### src/hdl/lte_pkg.sv
// ----------------------------------------------------------------------------
// lte_pkg
// Types, codes and sizes shared by the lease table controller and datapath.
// ----------------------------------------------------------------------------
package lte_pkg;

  localparam int LEASE_SLOTS = 32;
  localparam int SLOT_W      = $clog2(LEASE_SLOTS);

  localparam logic [31:0] EXPIRE_WINDOW_RST = 32'd60000000;

  localparam logic [2:0] MODE_REGISTER   = 3'd0;
  localparam logic [2:0] MODE_RENEW      = 3'd1;
  localparam logic [2:0] MODE_RELINQUISH = 3'd2;
  localparam logic [2:0] MODE_BLK_QUERY  = 3'd3;
  localparam logic [2:0] MODE_FILE_QUERY = 3'd4;
  localparam logic [2:0] MODE_SCAN       = 3'd5;

  localparam logic [1:0] STS_OK   = 2'd0;
  localparam logic [1:0] STS_KEY  = 2'd1;
  localparam logic [1:0] STS_FULL = 2'd2;

  typedef struct packed {
    logic [2:0]  mode;
    logic [62:0] block_key;
    logic [62:0] file_key;
    logic [30:0] version_in;
    logic        safe_write_in;
    logic [62:0] now_time;
  } in_item_t;

  typedef struct packed {
    logic [1:0]  status;
    logic        answer;
    logic [62:0] expired_block;
    logic [62:0] expired_file;
    logic [30:0] expired_version;
    logic        expired_safe_write;
    logic        last;
  } out_item_t;

  typedef struct packed {
    logic [62:0] blk;
    logic [62:0] file;
    logic [30:0] ver;
    logic        sw;
  } slot_info_t;

  typedef struct packed {
    logic load;
    logic issue;
    logic commit;
    logic scan_emit_mid;
    logic scan_emit_final;
    logic scan_next;
  } ctrl_cmd_t;

  typedef struct packed {
    logic mode_is_scan;
    logic cnt_last;
    logic best_found;
    logic pend_valid;
    logic out_free;
  } ctrl_sts_t;

  typedef enum logic [2:0] {
    S_IDLE,
    S_SWEEP,
    S_DRAIN,
    S_DECIDE,
    S_COMMIT,
    S_SCAN_END
  } ctrl_state_t;

endpackage

### src/hdl/lte_ctrl.sv
// ----------------------------------------------------------------------------
// lte_ctrl
// Sequencer: slot sweeps, result hand-off and table updates.
// ----------------------------------------------------------------------------
module lte_ctrl (
  input  logic                clk,
  input  logic                rst_n,
  input  logic                in_valid,
  output logic                in_stall,
  input  lte_pkg::ctrl_sts_t  sts,
  output lte_pkg::ctrl_cmd_t  cmd
);

  lte_pkg::ctrl_state_t state_r, state_nxt;

  always_ff @(posedge clk) begin
    if (!rst_n) begin
      state_r <= lte_pkg::S_IDLE;
    end else begin
      state_r <= state_nxt;
    end
  end

  always_comb begin
    state_nxt = state_r;
    case (state_r)
      lte_pkg::S_IDLE: begin
        if (in_valid) state_nxt = lte_pkg::S_SWEEP;
      end
      lte_pkg::S_SWEEP: begin
        if (sts.cnt_last) state_nxt = lte_pkg::S_DRAIN;
      end
      lte_pkg::S_DRAIN: state_nxt = lte_pkg::S_DECIDE;
      lte_pkg::S_DECIDE: begin
        state_nxt = sts.mode_is_scan ? lte_pkg::S_SCAN_END : lte_pkg::S_COMMIT;
      end
      lte_pkg::S_COMMIT: begin
        if (sts.out_free) state_nxt = lte_pkg::S_IDLE;
      end
      lte_pkg::S_SCAN_END: begin
        if (sts.best_found) begin
          if (!sts.pend_valid || sts.out_free) state_nxt = lte_pkg::S_SWEEP;
        end else if (sts.out_free) begin
          state_nxt = lte_pkg::S_IDLE;
        end
      end
      default: state_nxt = lte_pkg::S_IDLE;
    endcase
  end

  always_comb begin
    cmd      = '0;
    in_stall = 1'b1;
    case (state_r)
      lte_pkg::S_IDLE: begin
        in_stall = 1'b0;
        cmd.load = in_valid;
      end
      lte_pkg::S_SWEEP: cmd.issue = 1'b1;
      lte_pkg::S_COMMIT: cmd.commit = sts.out_free;
      lte_pkg::S_SCAN_END: begin
        if (sts.best_found) begin
          // hold the previous hit until we know it is not the final one
          if (!sts.pend_valid || sts.out_free) begin
            cmd.scan_next     = 1'b1;
            cmd.scan_emit_mid = sts.pend_valid;
          end
        end else begin
          cmd.scan_emit_final = sts.out_free;
        end
      end
      default: cmd = '0;
    endcase
  end

  a_emit_needs_room: assert property (@(posedge clk) disable iff (!rst_n)
    (cmd.commit || cmd.scan_emit_mid || cmd.scan_emit_final) |-> sts.out_free)
    else $error("result loaded while output register busy");

  a_load_starts_sweep: assert property (@(posedge clk) disable iff (!rst_n)
    cmd.load |=> (state_r == lte_pkg::S_SWEEP))
    else $error("transfer accepted without a sweep");

  a_sweep_restart: assert property (@(posedge clk) disable iff (!rst_n)
    cmd.scan_next |-> sts.mode_is_scan && sts.best_found)
    else $error("scan pass restarted outside a scan");

endmodule

### config.mk
export PLATFORM = sky130hd
export DESIGN_NAME = lte_ctrl
export DESIGN_NICKNAME = d
export VERILOG_FILES = /design/src/hdl/lte_pkg.sv /design/src/hdl/lte_ctrl.sv
export SDC_FILE = /design/constraint.sdc
export NUM_CORES = 1
export LEC_CHECK = 0
export BUFFER_PORTS_ARGS = -buffer_cell sky130_fd_sc_hd__buf_2
export CORE_AREA = 3 3 40 42
export CTS_BUF_LIST = sky130_fd_sc_hd__clkbuf_8
export CTS_CLUSTER_DIAMETER = 80
export DETAILED_ROUTE_END_ITERATION = 8
export DIE_AREA = 0 0 43 45
export PLACE_DENSITY = 0.42
export SLEW_MARGIN = 25
export SYNTH_ARGS = -nofsm -noshare
export SYNTH_HDL_FRONTEND = slang
export SYNTH_SLANG_ARGS = --single-unit
### constraint.sdc
create_clock -name clk -period 1.3 [get_ports clk]
set_input_delay 0.195 -clock clk [delete_from_list [all_inputs] [get_ports clk]]
set_output_delay 0.195 -clock clk [all_outputs]
set_load 0.01 [all_outputs]
; ---- After elaboration in Yosys (flattened, before gate mapping)
; Cells that the tools add are included.
; Widths: inputs -> output; s select.
[word_totals]
regBits = 3
latchBits = 0
mem_bits_rw = 0
romBits = 0
wordCells = 30
n_memories = 0
[classes]
addsub = 0
n_mul = 0
div = 0
n_lt_le_gt_ge = 0
eq_ne = 8
shifts = 0
n_mux = 17
bitwise = 0
n_reduce_logical = 4
[ops]
columns = op, n
row1 = $mux 3, 6
row2 = $pmux 3 s6, 1
row3 = $mux 1, 10
row4 = $eq 3x2->1 const B, 2
row5 = $eq 3x3->1 const B, 2
row6 = $ne 2x2->1 const B, 2
row7 = $eq 3x1->1 const B, 1
row8 = $logic_not 3->1, 1
row9 = $ne 3x3->1 const B, 1
row10 = $reduce_and 3->1, 1
row11 = $logic_not 1->1, 1
row12 = $logic_or 1x1->1, 1

; ---- Depth between registers and ports, before layout
; Gate-level depths: netlist of the first run.
[logic_depth]
word_depth = 5
mapped_depth = 3
ltp_nobuf = 3

; ---- Worst setup path after synthesis of the first run
; No wires, ideal clock.
[synth_timing]
path_type = flip-flop to output port
start = reg state_r[2]
end = out cmd[5] (netlist bit)
arrival_ns = 0.967
required_ns = 1.105
slack_ns = 0.138
path_stages_with_launch = 3
cell_sequence = dfxtp_1 > or3_1 > nor2_1
[synth_rtl]
columns = element, line
row1 = from (decl), lte_ctrl.sv:14  ; lte_pkg::ctrl_state_t state_r, state_nxt;
row2 = from (signal assigned), lte_ctrl.sv:18  ; state_r <= lte_pkg::S_IDLE;
row3 = from (signal assigned), lte_ctrl.sv:20  ; state_r <= state_nxt;
row4 = to (decl), lte_ctrl.sv:11  ; output lte_pkg::ctrl_cmd_t cmd

==> run summary, run 1 <==
max incr delay on CP: 0.37 ns
vias: 295
core footprint: 0.00128 mm^2
worst vdd ir: 427 uV
Detailed Route Iter0 Violations: 4
CTS tree: done
CP bufs+invs: 1
failing checks: setup timing
top-count cell post-synth: nor2_1
Area Overhead vs Synth: 78.6%
HPWL Detailed: 521 um
Post-Synthesis Cell Area: 234 um^2
Total Routing Usage GR: 0.0840
count of final setup violators: 1
TritonCTS sink count: 3
share of async-settable or async-resettable flops after synthesis: 0
Post-synth EDFFs: 0
Post-CTS Setup Bufs: 0
top-area cell type share of the netlist area: 0.257
cell taking the most area after synthesis: dfxtp_1
grt ovf: 0
Final Util: 0.325
most frequent cells after synthesis: 6 x nor2_1, 4 x nand2_1, 3 x dfxtp_1
H-tree Lvls: 1
hold crit path type: input pin to flip-flop
routability cong.: 0.644
sequential area share after synthesis: 0.257
multi-input logic area: 188 um^2
CP startpoint kind: flip-flop
Worst EP required: 1.11 ns
RSZ-0062 raised after global routing: yes
worst-skew pair later-pin latency: 0.22 ns
ant diodes: 0
status: finished, violations left
wire per inst: 9.83 um
worst slew pin tran: 0.153 ns
# port buffers: 14
hold slack final: 0.243 ns
DRC errors left: 0
crit-path max FO: 6
Max Cap Viol: 0
row cnt: 13
ys flop type: dfxtp_1
CP max-delay cell: or3_4
Largest register FFs: 3
Synth cell types: 19
first-pass GRT wire length: 1120 um
Filler Cell Count: 152
TritonRoute pass-1 iters: 2
Final Skew: 0.00491 ns
post-route ant nets: 0
fin crit period: 1.35 ns
total die area: 0.00194 mm^2
Setup Crit Path Kind: flip-flop to output port
Power Density: 1150 mW/mm^2
post-synthesis cell count: 34
Post-Syn Nets: 42
number of global-route vias before repair: 277
crit end category: output port
die width: 43 um
Final Hold Vio Count: 0
Pleak: 0.205 nW
setup ws final: -0.0491 ns
Starting Density: 0.182
post-synthesis register bit count: 3
Most flops, register: state_r
Root Buffer: clkbuf_8
Max Slew Vio Count: 0
Mean Syn Cell Area: 6.88 um^2
Critical Path AT: 1.15 ns
Final period util: 1.04
largest net degree at the start of global routing: 10
# hold bufs at CTS: 0
highest clock rate: 741 MHz
Routed WL: 688 um
I/O pins: 15
NumNets Final: 64
Ys Warns: 0
Crit path max-delay family: simple AND/OR/NAND/NOR gates
Reg clk slew, reported paths: 0.03 ns
initial antenna violation count: 0
area occupied by registers: 66.3 um^2
total power: 0.480 mW
synth top area cells: dfxtp_1 26%, nor2_1 9.6%, nor2b_2 7.5%, nand2_1 6.4%, nand2b_1 5.3%
Max Root-Sink Buffers: 2
share of layout cells above drive strength 1: 0.545
worst path cell trace: or3_4 > nor2_2 > buf_2
routed vias/inst: 4.21
Chip Height: 45 um
CTS Buf Count: 3
Top Registers: state_r x3
Slew HR: 0.897
## layout by cell type, fill, tap and decap left out, types with 2 or more instances in the layout
| cell | synthesis | final |
|---|---|---|
| nor3_1 | 2 | 2 |
| nand2_1 | 4 | 4 |
| clkbuf_8 | 0 | 3 |
| buf_2 | 0 | 14 |
| inv_1 | 2 | 3 |
| nand2b_1 | 2 | 2 |
| buf_4 | 0 | 3 |
| dfxtp_2 | 0 | 2 |
| nor2_1 | 6 | 5 |
## power breakdown
part | internal, mW | switching, mW
clock | 0.201 | 0.0645
sequential | 0.0991 | 0.00939
combinational | 0.0591 | 0.0469
total | 0.359 | 0.121
## final cells by class
cell class              instances  area share
clock buffers                   3      0.0988
clock inverters                 1     0.00898
inverters                       2      0.0180
multi-input cells              29       0.449
flip-flops and latches          3       0.159
well taps                      15      0.0449
repair buffers                 17       0.222
## tightest hold or removal path: cells and delay by family
kind            cells  cell delay [ns]
buf+inv             1             0.09
simple gates        1             0.07
compound gates      1             0.06
## logic make-up after synthesis
group           share of synthesized area
buf+inv                            0.0321
compound gates                      0.171
flops                               0.257
simple gates                        0.540
## worst paths after layout
kind,slack (ns),to,cells after the start,startpoint
max,-0.05,cmd[5],3,state_r[1]
min,0.24,state_r[1],3,sts[3]
max reg2reg,0.26,state_r[0],4,state_r[1]
min reg2reg,0.56,state_r[2],2,state_r[2]
## repair_timing
| action | 4_1_cts | 5_1_grt |
|---|---|---|
| resized for setup | 5 | 4 |
| pin swaps | 1 | 4 |
| endpoints found under the setup margin | 5 | 5 |
## routing by layer
layer	vias to the layer above	track usage	wire, um
li1	155	-	-
met5	-	0	0
met3	2	0.0558	92
met4	0	0.0723	15
met1	124	0.0959	318
met2	14	0.105	261
## through the flow
stage	TNS (ns)	instance area, um^2	std cells	setup WS [ns]
after floorplan	0	234	34	0.138
after global placement	0	345	66	0.129
after detailed placement	0	345	66	0.118
after CTS	-0.0471	402	70	-0.0431
after global routing	-0.144	418	70	-0.0892
final	-0.0491	418	70	-0.0491
Power figures use the tool's default switching activity.
==> run 2: changes to the inputs <==
- CORE_AREA: 3 3 40 42 -> 2 2 39 41
- DIE_AREA: 0 0 43 45 -> 0 0 41 43
- SKIP_CTS_REPAIR_TIMING: not set -> 1
==> run summary, run 2 (synthesis results as in run 1) <==
R2R Path Start: state_r[0]
routed vias/inst: 4.30
TritonRoute pass-1 iters: 4
HPWL Detailed: 494 um
largest net degree at the start of global routing: 10
wire per inst: 9.85 um
final instance count without filler cells: 74
routability cong.: 0.595
failing checks: setup timing
ant diodes: 0
Filler Cell Count: 149
Final Hold Vio Count: 0
Starting Density: 0.169
share of layout cells above drive strength 1: 0.586
Max Cap Viol: 0
status: finished, violations left
worst slew pin tran: 0.188 ns
most common cell after layout, fill and taps aside: buf_2
grt ovf: 0
hold crit path type: input pin to flip-flop
row cnt: 14
Final Util: 0.328
CP bufs+invs: 2
worst hold start: sts[3]
Chip Height: 43 um
number of global-route vias before repair: 258
setup ws final: -0.0981 ns
TritonCTS sink count: 3
first-pass GRT wire length: 1070 um
Total Routing Usage GR: 0.0912
setup TNS: -0.116 ns
Detailed Route Iter0 Violations: 4
Reg clk slew, reported paths: 0.03 ns
Most flops, register: state_r
die width: 41 um
fin crit period: 1.40 ns
worst vdd ir: 372 uV
post-route ant nets: 0
Post-Place Cells: 65
NumNets Final: 67
vias: 318
Max Slew Vio Count: 0
area occupied by registers: 68.8 um^2
Crit path max-delay family: simple AND/OR/NAND/NOR gates
Root Buffer: clkbuf_8
most frequent cells in the layout: 14 x buf_2, 4 x nand2_1, 4 x nor2_1, 4 x buf_4
CP startpoint kind: flip-flop
Pleak: 0.223 nW
max incr delay on CP: 0.33 ns
CTS tree: done
highest clock rate: 715 MHz
Worst Hold End: state_r[1]
Final period util: 1.08
Final Skew: 0.00254 ns
CP max-delay cell: dfxtp_2
Worst EP required: 1.11 ns
Worst R2R Path Depth: 5
Slew HR: 0.873
H-tree Lvls: 1
Power Density: 1110 mW/mm^2
Reg2Reg Capture Point: state_r[0]
I/O pins: 15
worst-skew pair later-pin latency: 0.22 ns
RSZ-0062 raised after global routing: yes
worst path cell trace: buf_6 > or3_4 > nor2_2 > buf_2
Top Registers: state_r x3
Routed WL: 729 um
Area Overhead vs Synth: 94.1%
crit-path max FO: 4
Max Root-Sink Buffers: 2
Setup Crit Path Kind: flip-flop to output port
Largest register FFs: 3
CTS Buf Count: 3
core footprint: 0.00138 mm^2
R2R Setup Slk: 0.20 ns
crit end category: output port
DRC errors left: 0
Crit. Startpoint: state_r[0]
pre-CTS worst setup slack: 0.0994 ns
# port buffers: 14
total power: 0.503 mW
multi-input logic area: 190 um^2
Critical Path AT: 1.20 ns
count of final setup violators: 2
total die area: 0.00176 mm^2
Hold Path Cell Cnt: 3
initial antenna violation count: 0
## run 2: per-stage QoR
stage	instance area, um^2	hold WS [ns]
CTS	377	0.263
floorplan	234	0.331
global placement	332	0.490
global route	454	0.271
finish	454	0.264
detailed placement	332	0.485
## run 2: worst max path at each step
stage / to / cells after the start
3_3_place_gp: cmd[5] / 4
5_1_grt: cmd[5] / 4
4_1_cts: cmd[5] / 4
3_5_place_dp: cmd[5] / 4
6_report: cmd[5] / 4
2_1_floorplan: cmd[5] / 2
## run 2: cell type report
| cell class | instances | share of cell area |
|---|---|---|
| inverter | 2 | 0.0165 |
| clock inverter | 1 | 0.00826 |
| sequential | 3 | 0.152 |
| clock buffer | 3 | 0.0909 |
| multi-input combinational | 29 | 0.419 |
| tap | 16 | 0.0441 |
| timing repair buffer | 20 | 0.270 |
## run 2: metal layers
layer,track usage,routed length (um),vias up
met5,0,0,-
met4,0.0800,0,0
met1,0.109,295,140
li1,-,-,163
met2,0.122,373,15
met3,0.0314,59,0
## run 2: tightest hold or removal path, stage by stage
cell	delay, ns
buf_2	0.10
a21oi_1	0.06
nor2_1	0.08
## run 2: report_power, final
| part | total, mW | internal (mW) | switching, mW |
|---|---|---|---|
| clock | 0.265 | 0.201 | 0.0639 |
| sequential | 0.110 | 0.0983 | 0.0116 |
| combinational | 0.128 | 0.0767 | 0.0511 |
| total | 0.503 | 0.376 | 0.126 |
==> run 3: changes to the inputs <==
- ABC_AREA: not set -> 1
- PLACE_DENSITY: 0.42 -> 0.44
==> run summary, run 3 <==
Root Buffer: clkbuf_8
Synth cell types: 16
Mean Syn Cell Area: 5.64 um^2
Starting Density: 0.192
number of global-route vias before repair: 308
post-synthesis cell count: 47
Post-Syn Nets: 55
sequential area share after synthesis: 0.226
top-count cell post-synth: nand2_1
Max Slew Vio Count: 0
cell taking the most area after synthesis: dfxtp_1
Detailed Route Iter0 Violations: 10
crit-path max FO: 3
DRC errors left: 0
worst slew pin tran: 0.211 ns
core footprint: 0.00138 mm^2
NumNets Final: 77
setup TNS: 0 ns
Final period util: 0.997
count of final setup violators: 0
placed cell area: 370 um^2
Post-synth EDFFs: 0
CP startpoint kind: flip-flop
crit end category: output port
Routed WL: 739 um
share of layout cells above drive strength 1: 0.515
Largest register FFs: 3
most frequent cells in the layout: 14 x buf_2, 8 x nand2_1, 7 x nand3_1, 6 x inv_1, 6 x nor2_1
most frequent cells after synthesis: 9 x nand2_1, 7 x inv_1, 7 x nand3_1, 7 x nor2_1
worst hold start: rst_n
ant diodes: 0
met3 Usage GRT: 0.0157
grt ovf: 0
most common cell after layout, fill and taps aside: buf_2
R2R Path Start: state_r[0]
Area Overhead vs Synth: 67.5%
Post-Synthesis Cell Area: 265 um^2
hold slack final: 0.257 ns
routability cong.: 0.665
hold crit path type: input pin to flip-flop
busiest metal layer after global routing: met2
vias: 362
initial antenna violation count: 0
Max Root-Sink Buffers: 2
M2 GR Usage: 0.150
I/O pins: 15
Setup Crit Path Kind: flip-flop to output port
H-tree Lvls: 1
CP bufs+invs: 3
Final Skew: 0.000688 ns
Ys Warns: 0
row cnt: 14
Post-Place Cells: 79
R2R Setup Slk: 0.18 ns
first-pass GRT wire length: 1180 um
post-route cell area: 444 um^2
Final Hold Vio Count: 0
status: finished clean
post-route ant nets: 0
worst vdd ir: 649 uV
worst path cell trace: inv_2 > nor2_4 > nand2_2 > inv_2 > nand2_2 > a21oi_2 > buf_2
Most flops, register: state_r
highest clock rate: 771 MHz
RSZ-0062 raised after global routing: yes
synth top area cells: dfxtp_1 23%, nand3_1 13%, nand2_1 13%, inv_1 9.9%, nor2_1 9.9%
Slew HR: 0.859
wire per inst: 8.80 um
Reg2Reg Capture Point: state_r[0]
Pleak: 0.237 nW
TritonRoute pass-1 iters: 4
Hold Path Cell Cnt: 3
CTS Buf Count: 3
setup ws final: 0.00331 ns
Top Registers: state_r x3
top-area cell type share of the netlist area: 0.226
share of async-settable or async-resettable flops after synthesis: 0
largest net degree at the start of global routing: 9
CTS tree: done
Worst R2R Path Depth: 8
die width: 41 um
Reg clk slew, reported paths: 0.03 ns
ys flop type: dfxtp_1
Total Routing Usage GR: 0.0993
Crit. Startpoint: state_r[0]
Crit path max-delay family: flip-flops
Worst Hold End: state_r[0]
pre-CTS worst setup slack: 0.140 ns
worst-skew pair later-pin latency: 0.21 ns
Power Density: 1390 mW/mm^2
fin crit period: 1.30 ns
# port buffers: 14
TritonCTS sink count: 3
total die area: 0.00176 mm^2
HPWL Detailed: 566 um
post-synthesis register bit count: 3
Max Cap Viol: 0
Critical Path AT: 1.10 ns
routed vias/inst: 4.31
Worst EP required: 1.11 ns
CP max-delay cell: dfxtp_2
final instance count without filler cells: 84
Chip Height: 43 um
GR Util met1: 0.115
max incr delay on CP: 0.32 ns
## run 3: worst max path at each step
stage,to,slack (ns),cells after the start
finish,cmd[0],0.003,7
global route,cmd[0],-0.08,7
CTS,cmd[3],-0.09,3
detailed placement,cmd[3],0.14,3
global placement,cmd[0],0.16,6
floorplan,cmd[0],0.18,6
## run 3: layout make-up
| type | count | area (um^2) |
|---|---|---|
| fillers | 162 | 940 |
| inverters | 9 | 33.8 |
| clock buffers | 3 | 41.3 |
| well taps | 16 | 20.0 |
| clock inverters | 1 | 3.75 |
| repair buffers | 17 | 92.6 |
| flip-flops and latches | 3 | 66.3 |
| multi-input cells | 35 | 186 |
## run 3: kinds of logic (layout without fill, tap and decap cells)
| logic type | count (synthesis) | count (layout) | synth area share |
|---|---|---|---|
| flops | 3 | 3 | 0.226 |
| buf+inv | 9 | 30 | 0.127 |
| compound gates | 6 | 6 | 0.132 |
| simple gates | 29 | 29 | 0.514 |
## run 3: power breakdown
part           switching [mW]  internal [mW]  total, mW
sequential             0.0215          0.113      0.134
clock                  0.0545          0.200      0.255
combinational           0.129         0.0977      0.227
total                   0.205          0.411      0.616
## run 3: metrics by stage
stage / power, mW / util
floorplan: 0.260 / -
global placement: 0.347 / 0.268
detailed placement: 0.342 / 0.268
CTS: 0.606 / 0.300
global route: 0.666 / 0.321
finish: 0.616 / 0.321
## run 3: worst register-to-register path: stages (launching register included)
cell     delay [ns]
dfxtp_2        0.32
inv_2          0.05
nor2_4         0.11
nand2_2        0.07
buf_4          0.13
nor2_2         0.12
nor2_1         0.08
nand2_1        0.08
a21oi_2        0.05
## run 3: metal layers
layer | routed length, um | vias up
met5 | 0 | -
met4 | 0 | 0
met3 | 51 | 0
met2 | 360 | 17
met1 | 327 | 150
li1 | - | 195
